`src/hdl/shp_pkg.sv`:
```
`default_nettype none
package shp_pkg;

  // Field widths of the two channels
  localparam int unsigned SHP_BYTE_W  = 8;
  localparam int unsigned SHP_WORD_W  = 64;
  localparam int unsigned SHP_INDEX_W = 3;
  localparam int unsigned SHP_POS_W   = 6;
  localparam int unsigned SHP_ASM_W   = 56;

  // Default depth of the queue between front and back
  localparam int unsigned SHP_QUEUE_DEPTH = 4;

  // Padding marker byte and the word slot that carries the length
  localparam logic [SHP_BYTE_W-1:0]  SHP_PAD_BYTE  = 8'h80;
  localparam logic [SHP_INDEX_W-1:0] SHP_LEN_INDEX = 3'd7;
  localparam logic [2:0]             SHP_LAST_BYTE = 3'd7;

  // Input command codes
  localparam logic SHP_CMD_BYTE = 1'b0;
  localparam logic SHP_CMD_END  = 1'b1;

  // One queued job: a finished word, or the end of a message
  typedef struct packed {
    logic                   is_end;
    logic [SHP_WORD_W-1:0]  word;
    logic [SHP_INDEX_W-1:0] index;
    logic [SHP_WORD_W-1:0]  bit_len;
  } shp_entry_t;

endpackage
`default_nettype wire

```
`src/hdl/shp_if.sv`:
```
`default_nettype none
// Byte channel into the padder
interface shp_in_if;
  import shp_pkg::*;

  logic                  valid;
  logic                  ready;
  logic                  cmd;
  logic [SHP_BYTE_W-1:0] data_byte;

  modport source (output valid, output cmd, output data_byte, input ready);
  modport sink   (input valid, input cmd, input data_byte, output ready);
endinterface

// Padded word channel out of the padder
interface shp_out_if;
  import shp_pkg::*;

  logic                   valid;
  logic                   ready;
  logic [SHP_WORD_W-1:0]  block_word;
  logic [SHP_INDEX_W-1:0] word_index;
  logic                   message_done;

  modport source (output valid, output block_word, output word_index,
                  output message_done, input ready);
  modport sink   (input valid, input block_word, input word_index,
                  input message_done, output ready);
endinterface
`default_nettype wire

```
`src/hdl/shp_front.sv`:
```
`default_nettype none
module shp_front (
  input  wire logic               clk,
  input  wire logic               rst_n,
  shp_in_if.sink                  in_ch,
  input  wire logic               push_ready,
  output logic                    push_valid,
  output shp_pkg::shp_entry_t     push_entry
);
  import shp_pkg::*;

  logic [SHP_WORD_W-1:0] bit_count_r, bit_count_nxt;
  logic [SHP_POS_W-1:0]  pos_r, pos_nxt;
  logic [SHP_ASM_W-1:0]  asm_r, asm_nxt;
  logic                  accept;
  logic                  word_full;
  logic [SHP_POS_W-1:0]  pad_shift;
  logic [SHP_WORD_W-1:0] pad_word;

  assign in_ch.ready = push_ready;
  assign accept      = in_ch.valid && push_ready;
  assign word_full   = (pos_r[2:0] == SHP_LAST_BYTE);

  // Partial word with the marker byte, moved up to the top of the word
  assign pad_shift = {~pos_r[2:0], 3'b000};
  assign pad_word  = {asm_r, SHP_PAD_BYTE} << pad_shift;

  // Classify the transaction into a queue job
  always_comb begin
    push_valid         = 1'b0;
    push_entry.is_end  = 1'b0;
    push_entry.word    = {asm_r, in_ch.data_byte};
    push_entry.index   = pos_r[5:3];
    push_entry.bit_len = bit_count_r;
    if (accept) begin
      if (in_ch.cmd == SHP_CMD_END) begin
        push_valid        = 1'b1;
        push_entry.is_end = 1'b1;
        push_entry.word   = pad_word;
      end else begin
        push_valid = word_full;
      end
    end
  end

  // Running message state
  always_comb begin
    bit_count_nxt = bit_count_r;
    pos_nxt       = pos_r;
    asm_nxt       = asm_r;
    if (accept) begin
      if (in_ch.cmd == SHP_CMD_END) begin
        bit_count_nxt = '0;
        pos_nxt       = '0;
        asm_nxt       = '0;
      end else begin
        bit_count_nxt = bit_count_r + SHP_WORD_W'(SHP_BYTE_W);
        pos_nxt       = pos_r + SHP_POS_W'(1);
        asm_nxt       = word_full ? '0 : {asm_r[SHP_ASM_W-SHP_BYTE_W-1:0], in_ch.data_byte};
      end
    end
  end

  always_ff @(posedge clk) begin
    if (!rst_n) begin
      bit_count_r <= '0;
      pos_r       <= '0;
      asm_r       <= '0;
    end else begin
      bit_count_r <= bit_count_nxt;
      pos_r       <= pos_nxt;
      asm_r       <= asm_nxt;
    end
  end

  // Length always counts whole bytes
  a_len_bytes: assert property (@(posedge clk) disable iff (!rst_n)
    bit_count_r[2:0] == 3'b000)
    else $error("bit count not a byte multiple");

endmodule
`default_nettype wire

```
`src/hdl/shp_queue.sv`:
```
`default_nettype none
module shp_queue #(
  parameter int unsigned DEPTH = shp_pkg::SHP_QUEUE_DEPTH
) (
  input  wire logic                clk,
  input  wire logic                rst_n,
  input  wire logic                push_valid,
  input  wire shp_pkg::shp_entry_t push_entry,
  output logic                     push_ready,
  output logic                     pop_valid,
  output shp_pkg::shp_entry_t      pop_entry,
  input  wire logic                pop_ready
);
  import shp_pkg::*;

  localparam int unsigned PTR_W = (DEPTH > 1) ? $clog2(DEPTH) : 1;
  localparam int unsigned CNT_W = $clog2(DEPTH + 1);
  localparam logic [PTR_W-1:0] LAST_PTR = PTR_W'(DEPTH - 1);
  localparam logic [CNT_W-1:0] FULL_CNT = CNT_W'(DEPTH);

  shp_entry_t       mem_r [DEPTH];
  logic [PTR_W-1:0] wr_ptr_r, wr_ptr_nxt;
  logic [PTR_W-1:0] rd_ptr_r, rd_ptr_nxt;
  logic [CNT_W-1:0] count_r, count_nxt;
  logic             do_push, do_pop;

  assign push_ready = (count_r != FULL_CNT);
  assign pop_valid  = (count_r != '0);
  assign pop_entry  = mem_r[rd_ptr_r];
  assign do_push    = push_valid && push_ready;
  assign do_pop     = pop_valid && pop_ready;

  // Pointer and fill bookkeeping
  always_comb begin
    wr_ptr_nxt = wr_ptr_r;
    rd_ptr_nxt = rd_ptr_r;
    count_nxt  = count_r;
    if (do_push) begin
      wr_ptr_nxt = (wr_ptr_r == LAST_PTR) ? '0 : wr_ptr_r + PTR_W'(1);
    end
    if (do_pop) begin
      rd_ptr_nxt = (rd_ptr_r == LAST_PTR) ? '0 : rd_ptr_r + PTR_W'(1);
    end
    if (do_push && !do_pop) begin
      count_nxt = count_r + CNT_W'(1);
    end else if (do_pop && !do_push) begin
      count_nxt = count_r - CNT_W'(1);
    end
  end

  always_ff @(posedge clk) begin
    if (!rst_n) begin
      wr_ptr_r <= '0;
      rd_ptr_r <= '0;
      count_r  <= '0;
    end else begin
      wr_ptr_r <= wr_ptr_nxt;
      rd_ptr_r <= rd_ptr_nxt;
      count_r  <= count_nxt;
    end
  end

  // Entry storage
  always_ff @(posedge clk) begin
    if (do_push) begin
      mem_r[wr_ptr_r] <= push_entry;
    end
  end

  a_count_range: assert property (@(posedge clk) disable iff (!rst_n)
    count_r <= FULL_CNT)
    else $error("queue count out of range");

endmodule
`default_nettype wire

```
`src/hdl/shp_back.sv`:
```
`default_nettype none
module shp_back (
  input  wire logic                clk,
  input  wire logic                rst_n,
  input  wire logic                pop_valid,
  input  wire shp_pkg::shp_entry_t pop_entry,
  output logic                     pop_ready,
  shp_out_if.source                out_ch
);
  import shp_pkg::*;

  typedef enum logic {
    ST_IDLE,
    ST_PAD
  } state_t;

  state_t                 state_r;
  logic                   out_valid_r;
  logic [SHP_WORD_W-1:0]  word_r;
  logic [SHP_INDEX_W-1:0] index_r;
  logic                   done_r;
  logic [SHP_INDEX_W-1:0] pad_idx_r;
  logic [SHP_WORD_W-1:0]  len_r;
  logic                   advance;

  // Output register frees up when empty or taken this cycle
  assign advance   = !out_valid_r || out_ch.ready;
  assign pop_ready = advance && (state_r == ST_IDLE);

  assign out_ch.valid        = out_valid_r;
  assign out_ch.block_word   = word_r;
  assign out_ch.word_index   = index_r;
  assign out_ch.message_done = done_r;

  // Sequencer: plain words pass straight through; an end job sends its
  // marker word, then zero words up to slot 6 and the length word in slot 7
  always_ff @(posedge clk) begin
    if (!rst_n) begin
      state_r     <= ST_IDLE;
      out_valid_r <= 1'b0;
    end else if (advance) begin
      case (state_r)
        ST_IDLE: begin
          out_valid_r <= pop_valid;
          if (pop_valid) begin
            word_r  <= pop_entry.word;
            index_r <= pop_entry.index;
            done_r  <= 1'b0;
            if (pop_entry.is_end) begin
              pad_idx_r <= pop_entry.index + SHP_INDEX_W'(1);
              len_r     <= pop_entry.bit_len;
              state_r   <= ST_PAD;
            end
          end
        end
        ST_PAD: begin
          out_valid_r <= 1'b1;
          index_r     <= pad_idx_r;
          if (pad_idx_r == SHP_LEN_INDEX) begin
            word_r  <= len_r;
            done_r  <= 1'b1;
            state_r <= ST_IDLE;
          end else begin
            word_r    <= '0;
            done_r    <= 1'b0;
            pad_idx_r <= pad_idx_r + SHP_INDEX_W'(1);
          end
        end
        default: begin
          state_r     <= ST_IDLE;
          out_valid_r <= 1'b0;
        end
      endcase
    end
  end

  a_done_slot: assert property (@(posedge clk) disable iff (!rst_n)
    (out_valid_r && done_r) |-> (index_r == SHP_LEN_INDEX))
    else $error("message end outside length slot");

  a_pad_holds_output: assert property (@(posedge clk) disable iff (!rst_n)
    (state_r == ST_PAD) |-> out_valid_r)
    else $error("padding in progress with empty output register");

  a_len_word_bytes: assert property (@(posedge clk) disable iff (!rst_n)
    (out_valid_r && done_r) |-> (word_r[2:0] == 3'b000))
    else $error("length word not a byte multiple");

endmodule
`default_nettype wire

```
`src/hdl/sha256_message_padder_core.sv`:
```
// SHA-256 message padder.
// in_ch carries one transaction per message byte (cmd = 0, data_byte) and one
// end-of-message transaction (cmd = 1) that closes the message.
// out_ch carries the padded message as 64-bit big-endian words, word_index
// 0..7 within each 512-bit block; message_done marks the length word that
// ends the last block.
// Throughput: one byte per cycle. Every eighth byte yields one word. The end
// transaction yields two to nine words, sent one per cycle by the back-end
// sequencer; meanwhile the front keeps taking bytes of the next message into
// a QUEUE_DEPTH-entry job queue, and in_ch.ready drops only when it is full.
// Path: the word that a transaction completes is written into the queue,
// then taken into the output register that drives out_ch.
// Stall: out_ch holds its word while ready is low; the queue then fills and
// in_ch.ready falls. Reset (rst_n low, synchronous) empties the queue and the
// output register and clears the byte position, length and partial word.
`default_nettype none
module sha256_message_padder_core #(
  parameter int unsigned QUEUE_DEPTH = shp_pkg::SHP_QUEUE_DEPTH
) (
  input  wire logic clk,
  input  wire logic rst_n,
  shp_in_if.sink    in_ch,
  shp_out_if.source out_ch
);
  import shp_pkg::*;

  logic       push_valid, push_ready;
  logic       pop_valid, pop_ready;
  shp_entry_t push_entry, pop_entry;

  // Byte intake and classification
  shp_front u_front (
    .clk        (clk),
    .rst_n      (rst_n),
    .in_ch      (in_ch),
    .push_ready (push_ready),
    .push_valid (push_valid),
    .push_entry (push_entry)
  );

  // Job queue decoupling intake from output
  shp_queue #(
    .DEPTH (QUEUE_DEPTH)
  ) u_queue (
    .clk        (clk),
    .rst_n      (rst_n),
    .push_valid (push_valid),
    .push_entry (push_entry),
    .push_ready (push_ready),
    .pop_valid  (pop_valid),
    .pop_entry  (pop_entry),
    .pop_ready  (pop_ready)
  );

  // Word emission and padding sequencer
  shp_back u_back (
    .clk       (clk),
    .rst_n     (rst_n),
    .pop_valid (pop_valid),
    .pop_entry (pop_entry),
    .pop_ready (pop_ready),
    .out_ch    (out_ch)
  );

endmodule
`default_nettype wire
```
`src/flat_wrapper.sv`:
```
// flat-port wrapper written by rule: the top's interface ports become plain ports
module sha256_message_padder_core_flat import shp_pkg::*;
#(
  parameter int unsigned QUEUE_DEPTH = shp_pkg::SHP_QUEUE_DEPTH
)
  (clk, rst_n, in_ch_valid, in_ch_cmd, in_ch_data_byte, in_ch_ready, out_ch_valid, out_ch_block_word, out_ch_word_index, out_ch_message_done, out_ch_ready);
  shp_in_if in_ch_i ();
  shp_out_if out_ch_i ();
  input  wire logic clk;
  input  wire logic rst_n;
  input wire logic [$bits(in_ch_i.valid)-1:0] in_ch_valid;
  input wire logic [$bits(in_ch_i.cmd)-1:0] in_ch_cmd;
  input wire logic [$bits(in_ch_i.data_byte)-1:0] in_ch_data_byte;
  output wire logic [$bits(in_ch_i.ready)-1:0] in_ch_ready;
  output wire logic [$bits(out_ch_i.valid)-1:0] out_ch_valid;
  output wire logic [$bits(out_ch_i.block_word)-1:0] out_ch_block_word;
  output wire logic [$bits(out_ch_i.word_index)-1:0] out_ch_word_index;
  output wire logic [$bits(out_ch_i.message_done)-1:0] out_ch_message_done;
  input wire logic [$bits(out_ch_i.ready)-1:0] out_ch_ready;
  assign in_ch_i.valid = in_ch_valid;
  assign in_ch_i.cmd = in_ch_cmd;
  assign in_ch_i.data_byte = in_ch_data_byte;
  assign in_ch_ready = in_ch_i.ready;
  assign out_ch_valid = out_ch_i.valid;
  assign out_ch_block_word = out_ch_i.block_word;
  assign out_ch_word_index = out_ch_i.word_index;
  assign out_ch_message_done = out_ch_i.message_done;
  assign out_ch_i.ready = out_ch_ready;
  sha256_message_padder_core #(.QUEUE_DEPTH(QUEUE_DEPTH)) u_core (.clk(clk), .rst_n(rst_n), .in_ch(in_ch_i), .out_ch(out_ch_i));
endmodule
```
`config.mk`:
```
export PLATFORM = sky130hd
export DESIGN_NAME = sha256_message_padder_core_flat
export DESIGN_NICKNAME = d
export VERILOG_FILES = /design/src/hdl/shp_pkg.sv /design/src/hdl/shp_if.sv /design/src/hdl/shp_front.sv /design/src/hdl/shp_queue.sv /design/src/hdl/shp_back.sv /design/src/hdl/sha256_message_padder_core.sv /design/src/flat_wrapper.sv
export SDC_FILE = /design/constraint.sdc
export NUM_CORES = 1
export LEC_CHECK = 0
export BUFFER_PORTS_ARGS = -buffer_cell sky130_fd_sc_hd__buf_2
export CORE_ASPECT_RATIO = 1.25
export CORE_MARGIN = 4
export CORE_UTILIZATION = 62
export CTS_BUF_LIST = sky130_fd_sc_hd__clkbuf_16
export CTS_CLUSTER_DIAMETER = 150
export DETAILED_ROUTE_END_ITERATION = 8
export PLACE_DENSITY = 0.89
export SYNTH_ARGS = -nofsm -noshare
export SYNTH_HDL_FRONTEND = slang
export SYNTH_SLANG_ARGS = --single-unit
```
`constraint.sdc`:
```
create_clock -name clk -period 6 [get_ports clk]
set_input_delay 0.3 -clock clk [delete_from_list [all_inputs] [get_ports clk]]
set_output_delay 0.3 -clock clk [all_outputs]
set_load 0.01 [all_outputs]
```
**Yosys cells after proc, flatten, opt, wreduce, memory -nomap -nowiden**

Memory sizes are Yosys's and may differ from the RTL's. A register that Yosys moved wholly into a read port is not among the register bits.
Index checks and enable logic that the tools add are counted.

- $add $sub $neg: 8
- Equal/unequal tests: 8
- Shifts and indexed selects: 1
- Multiplexer cells: 33
- Bitwise logic cells: 2
- Reduce and logical (&&, ||, !) cells: 15

Operators by type and width:

| kind | number |
|---|---|
| $mux 64 | 3 |
| $mux 65 | 2 |
| $pmux 64 s2 | 1 |
| $mux 56 | 2 |
| $add 64x4->64 const B | 1 |
| $shl 64x6->64 | 1 |
| $mux 3 | 6 |
| $pmux 3 s2 | 2 |
| $reduce_and 5->1 | 2 |
| $add 3x1->3 const B | 3 |
| $mux 1 | 9 |
| $mux 2 | 4 |
| $add 6x1->6 const B | 1 |
| $eq 3x3->1 const B | 2 |
| $logic_and 1x1->1 | 6 |
| $mux 6 | 1 |
| $pmux 1 s2 | 3 |
| $add 2x1->2 const B | 2 |
| $eq 2x2->1 const B | 2 |
| $ne 2x2->1 const B | 2 |
| $logic_not 1->1 | 3 |
| $ne 3x3->1 const B | 1 |
| $not 3->3 | 1 |
| $reduce_and 3->1 | 1 |
| other kinds (6) | 6 |

- Flip-flop bits (word level): 270
- RAM bits: 528
- Input bits: 13
- Output and inout port bits: 70
- Memories kept: 1

Memory list:

| name | depth | bits a word | rd ports | clocked after memory_dff | write ports | RTL line | source |
|---|---|---|---|---|---|---|---|
| u_core.u_queue.mem_r | 4 | 132 | 1 | 1 | 1 | shp_queue.sv:21 | `shp_entry_t mem_r [DEPTH];` |

**Logic depth before layout (Yosys ltp)**

- Depth after elaboration: 8
- Gate-level depth with buffers: 10

**Cells and area by module**

From an unflattened synthesis, not the netlist that was laid out.

- Cell total of the unflattened synthesis: 1,970
- Area, all modules: 31,585.3 µm²

Modules (own cells, without submodules):

| module | instances | cells each | area an instance (µm²) | seq. area each (µm²) |
|---|---|---|---|---|
| shp_queue | 1 | 741 | 19,513.7 | 16,035.4 |
| shp_front | 1 | 863 | 6,932.9 | 2,462.4 |
| shp_back | 1 | 366 | 5,138.7 | 4,093.9 |

**Worst setup path before layout**

Ideal clock, no wire load.

- Path kind: reg2reg
- From: register u_core.u_queue.count_r[0]
- To: memory u_core.u_queue.mem_r[0][100] in the netlist's numbering (enable)
- Setup time: 0.505 ns
- Arrival time: 4.350 ns
- Required time: 5.495 ns
- Setup slack: 1.145 ns
- Stages on the path, launching flop included: 7
- Buffers on the path: 2
- Clock period less this slack: 4.855 ns
- Path through: dfxtp_1 nor3b_2 inv_1 and2_1 clkbuf_1 clkbuf_1 and3_1

- Word-level cells in the longest chain between the ends: 6

RTL lines:

| what | RTL line | source |
|---|---|---|
| start, declared | shp_queue.sv:24 | `logic [CNT_W-1:0] count_r, count_nxt;` |
| start signal, assigned | shp_queue.sv:59 | `count_r <= count_nxt;` |
| $ne 3x3->1 * | shp_queue.sv:27 | `assign push_ready = (count_r != FULL_CNT);` |
| via in_ch_ready | flat_wrapper.sv:14 | `output wire logic [$bits(in_ch_i.ready)-1:0] in_ch_ready;` |
| $logic_and 1x1->1 | shp_front.sv:21 | `assign accept = in_ch.valid && push_ready;` |
| $mux 1 | shp_front.sv:35 | `if (accept) begin` |
| $logic_and 1x1->1 * | shp_queue.sv:30 | `assign do_push = push_valid && push_ready;` |
| $mux 1 * | shp_queue.sv:65 | `if (do_push) begin` |
| $mux 1 (not written as such) * | shp_queue.sv:66 | `mem_r[wr_ptr_r] <= push_entry;` |
| end, declared | shp_queue.sv:21 |  |

Mark *: on every way through the listed nets, which the timed path passes. The rest lies on a longest branch.

**Worst setup path after layout**

- From: register u_core.u_front.pos_r[1]
- To: memory u_core.u_queue.mem_r[0][63] in the netlist's numbering (enable)

- Word-level cells in the longest chain between the ends: 6

RTL lines:

| what | RTL line | source |
|---|---|---|
| start, declared | shp_front.sv:13 | `logic [SHP_POS_W-1:0] pos_r, pos_nxt;` |
| start signal, assigned | shp_front.sv:71 | `pos_r <= pos_nxt;` |
| $eq 3x3->1 | shp_front.sv:22 | `assign word_full = (pos_r[2:0] == SHP_LAST_BYTE);` |
| $mux 1 | shp_front.sv:36 | `if (in_ch.cmd == SHP_CMD_END) begin` |
| $mux 1 | shp_front.sv:35 |  |
| $logic_and 1x1->1 | shp_queue.sv:30 |  |
| $mux 1 | shp_queue.sv:65 |  |
| $mux 1 (not written as such) | shp_queue.sv:66 |  |

Every way passes these cells.

==> flow_summary.json <==
{
  "p_sw_frac": 0.289,
  "grt_overflow": 0,
  "ys_seq_elements": 782,
  "grt_use_met1": 0.367,
  "comb_power_share": 0.206,
  "cts_setup_buffers": 0,
  "rr_startpoint": "u_core.u_front.pos_r[1]",
  "critPathCaptureType": "flop",
  "dpl.cell_count": 2635,
  "preCtsSetupSlack_ns": 2.56,
  "wire_per_inst_um": 28.0,
  "die_h_um": 259,
  "final_cell_mix": "edfxtp_1, nand2_1, mux4_2, dfxtp_1, o21ai_0",
  "register_area_mm2": 0.0222,
  "critPathMaxStageDelay_ns": 1.00,
  "min_path_type": "in2reg",
  "crit_path_max_fanout": 70,
  "antennaDiodeCount": 0,
  "seq_power_share": 0.483,
  "io_pins": 83,
  "rows": 91,
  "rr_worst_depth": 6,
  "async_flop_share": 0,
  "r2r_setup_slack_ns": 2.45,
  "grt_pass1_wl_um": 117000,
  "slew_viol_final": 0,
  "postSynthCellCount": 1996,
  "routed_via_density": 6.84,
  "drc": 0,
  "synth_flop_cell": "edfxtp_1",
  "skew_ns": 0.0205,
  "worst_slack_ns": 2.45,
  "arrival_ns": 3.80,
  "cpMostUsedCell": "ha_1",
  "cts_tree": "done",
  "area_growth_pct": 10.5,
  "antenna_found_initial": 1,
  "wirelength_um": 77300,
  "p_int_w": 0.0100,
  "top_usage_layer": "met2",
  "setup_tns_ns": 0,
  "switching_power_w": 0.00409,
  "syn_nets": 2020,
  "dieArea_mm2": 0.0540,
  "vias": 18892,
  "drt-initial-drc-count": 2763,
  "first_pass_iters": 6,
  "max_slew_margin": 0.188,
  "maxCapViolCount": 0,
  "status": "finished clean",
  "met3_usage": 0.0467,
  "crit_path_start": "u_core.u_front.pos_r[1]",
  "cts_sinks": 782,
  "drtAntennaViolNets": 0,
  "gp_congestion": 0.918,
  "utilization": 0.696,
  "cp.required_ns": 6.25,
  "rsz0062_at_grt": "no",
  "power_density_mw_per_mm2": 410,
  "fin_crit_ns": 3.55,
  "worst-path-stages": 6,
  "cts_made_buffers": 69,
  "grt_pass1_vias": 18730,
  "leakage_nw": 11.4,
  "syn-cell-area_mm2": 0.0312,
  "max_freq_mhz": 282,
  "fillerInstances": 2815,
  "synth-edff-count": 648,
  "cts.path.max_buffers": 3,
  "p_clk_frac": 0.311,
  "critPathSlowestCell": "and3_4",
  "hpwl_um": 45100,
  "crit_path_end": "u_core.u_queue.mem_r[0][63]",
  "peakVddDrop_v": 0.000222,
  "path_clk_slew_ns": 0.07,
  "synth_warnings": 0,
  "mostFrequentLayoutCell": "edfxtp_1",
  "initial_core_util": 0.630,
  "ys_types": 60,
  "crit_chain": "buf_4 > ha_1 > ha_1 > or2_2 > and3_4 > buf_12",
  "seq_area_frac_synth": 0.710,
  "grt_max_degree": 87,
  "track_usage": 0.285,
  "grt_use_met2": 0.481,
  "fin_crit_sh": 0.591,
  "fin_cells": 2764,
  "postSynthAreaPerCell_um2": 15.6,
  "crit_type": "reg2reg",
  "drive_above_1_share": 0.195,
  "cp-start-kind": "flop",
  "root_buffer": "clkbuf_16",
  "tightestPinTransition_ns": 1.22,
  "path_buf_inv": 2,
  "clock_latency_ns": 0.61,
  "die_x_um": 209,
  "multi_input_area_mm2": 0.00857,
  "fin_nets": 2083,
  "finalSetupViolCount": 0,
  "cts_resized": 0,
  "io_buffers": 82,
  "regToRegEndpoint": "u_core.u_queue.mem_r[0][63]",
  "power_w": 0.0141,
  "cts_hold_buf": 4,
  "core_mm2": 0.0495,
  "crit_family": "simple AND/OR/NAND/NOR gates",
  "hold_violations": 0,
  "htree_num_levels": 3
}
[registers in the layout (all words and copies together), names as in the netlist, 3 cells and up, named ones only]
| name | count |
|---|---|
| u_core.u_queue.mem_r | 516 |
| u_core.u_back.out_ch.block_word | 64 |
| u_core.u_back.len_r | 61 |
| u_core.u_front.bit_count_r | 61 |
| u_core.u_front.asm_r | 56 |
| u_core.u_front.pos_r | 6 |
| u_core.u_back.out_ch.word_index | 3 |
| u_core.u_back.pad_idx_r | 3 |
| u_core.u_queue.count_r | 3 |
[power groups by stage]
stage	logic [W]	clock network [W]	registers, W
floorplan	0.00185	0	0.00686
global placement	0.00272	0	0.00688
detailed placement	0.00283	0	0.00692
CTS	0.00291	0.00441	0.00682
global route	0.00307	0.00466	0.00685
finish	0.00291	0.00440	0.00683
[worst min-delay path by stage]
stage	from	to	depth (start not counted)
finish	in_ch_data_byte[7]	u_core.u_front.asm_r[7]	3
global route	in_ch_data_byte[7]	u_core.u_front.asm_r[7]	3
CTS	in_ch_data_byte[7]	u_core.u_front.asm_r[7]	3
detailed placement	u_core.u_front.asm_r[49]	u_core.u_front.asm_r[49]	2
global placement	u_core.u_front.asm_r[53]	u_core.u_front.asm_r[53]	2
floorplan	u_core.u_front.asm_r[48]	u_core.u_front.asm_r[48]	2
[kinds of logic (layout without fill, tap and decap cells)]
logic type / Yosys count / in the layout / share of synthesized area
flops: 782 / 782 / 0.710
simple gates: 576 / 576 / 0.0899
compound gates: 255 / 255 / 0.0512
mux: 193 / 193 / 0.115
buf+inv: 135 / 252 / 0.0172
xor+xnor: 44 / 44 / 0.0124
fa+ha+maj: 11 / 11 / 0.00465
[worst register-to-register path, delay by kind of cell (launching register included)]
kind                       cells  cell delay [ns]
and+or+nand+nor                2             1.19
buffers and inverters          2             1.04
adders and majority gates      2             0.61
DFF                            1             0.31
[synthesized netlist by cell type (all sizes together), types with 10 or more instances]
cell type | count | share of area
a21boi | 59 | 0.014
a21oi | 24 | 0.0039
and2 | 17 | 0.0034
and3 | 15 | 0.0030
buf | 42 | 0.0060
clkbuf | 79 | 0.0095
dfxtp | 134 | 0.086
edfxtp | 648 | 0.62
ha | 10 | 0.0040
inv | 12 | 0.0014
mux2 | 31 | 0.011
mux2i | 33 | 0.011
mux4 | 129 | 0.093
nand2 | 273 | 0.033
nand3 | 88 | 0.014
nand4 | 27 | 0.0063
nor2 | 75 | 0.0090
nor2b | 14 | 0.0028
nor4 | 14 | 0.0057
o21ai | 107 | 0.017
or3 | 18 | 0.0037
xnor2 | 20 | 0.0056
xor2 | 24 | 0.0067
[layout make-up]
type                            count  area share
Sequential cell                   782       0.642
Multi-Input combinational cell   1079       0.248
Clock buffer                       70      0.0508
Tap cell                          651      0.0236
Timing Repair Buffer              113      0.0197
Clock inverter                     55      0.0136
Inverter                           14     0.00152
[per-stage QoR]
| stage | cell area [µm²] | hold slack, ns |
|---|---|---|
| after detailed placement | 32200 | 0.461 |
| after global placement | 32200 | 0.452 |
| final | 34500 | 0.0290 |
| after floorplan | 31200 | 0.441 |
| after global routing | 34500 | 0.0436 |
| after CTS | 34500 | 0.0000925 |
[routing by layer]
metal / wire length (µm) / part of all wire / vias up
met5: 0 / 0 / -
met4: 4430 / 0.057 / 0
li1: - / - / 7770
met3: 6700 / 0.087 / 276
met1: 26900 / 0.35 / 9476
met2: 39300 / 0.51 / 1370
No activity file was read; power rests on OpenSTA's default activity.
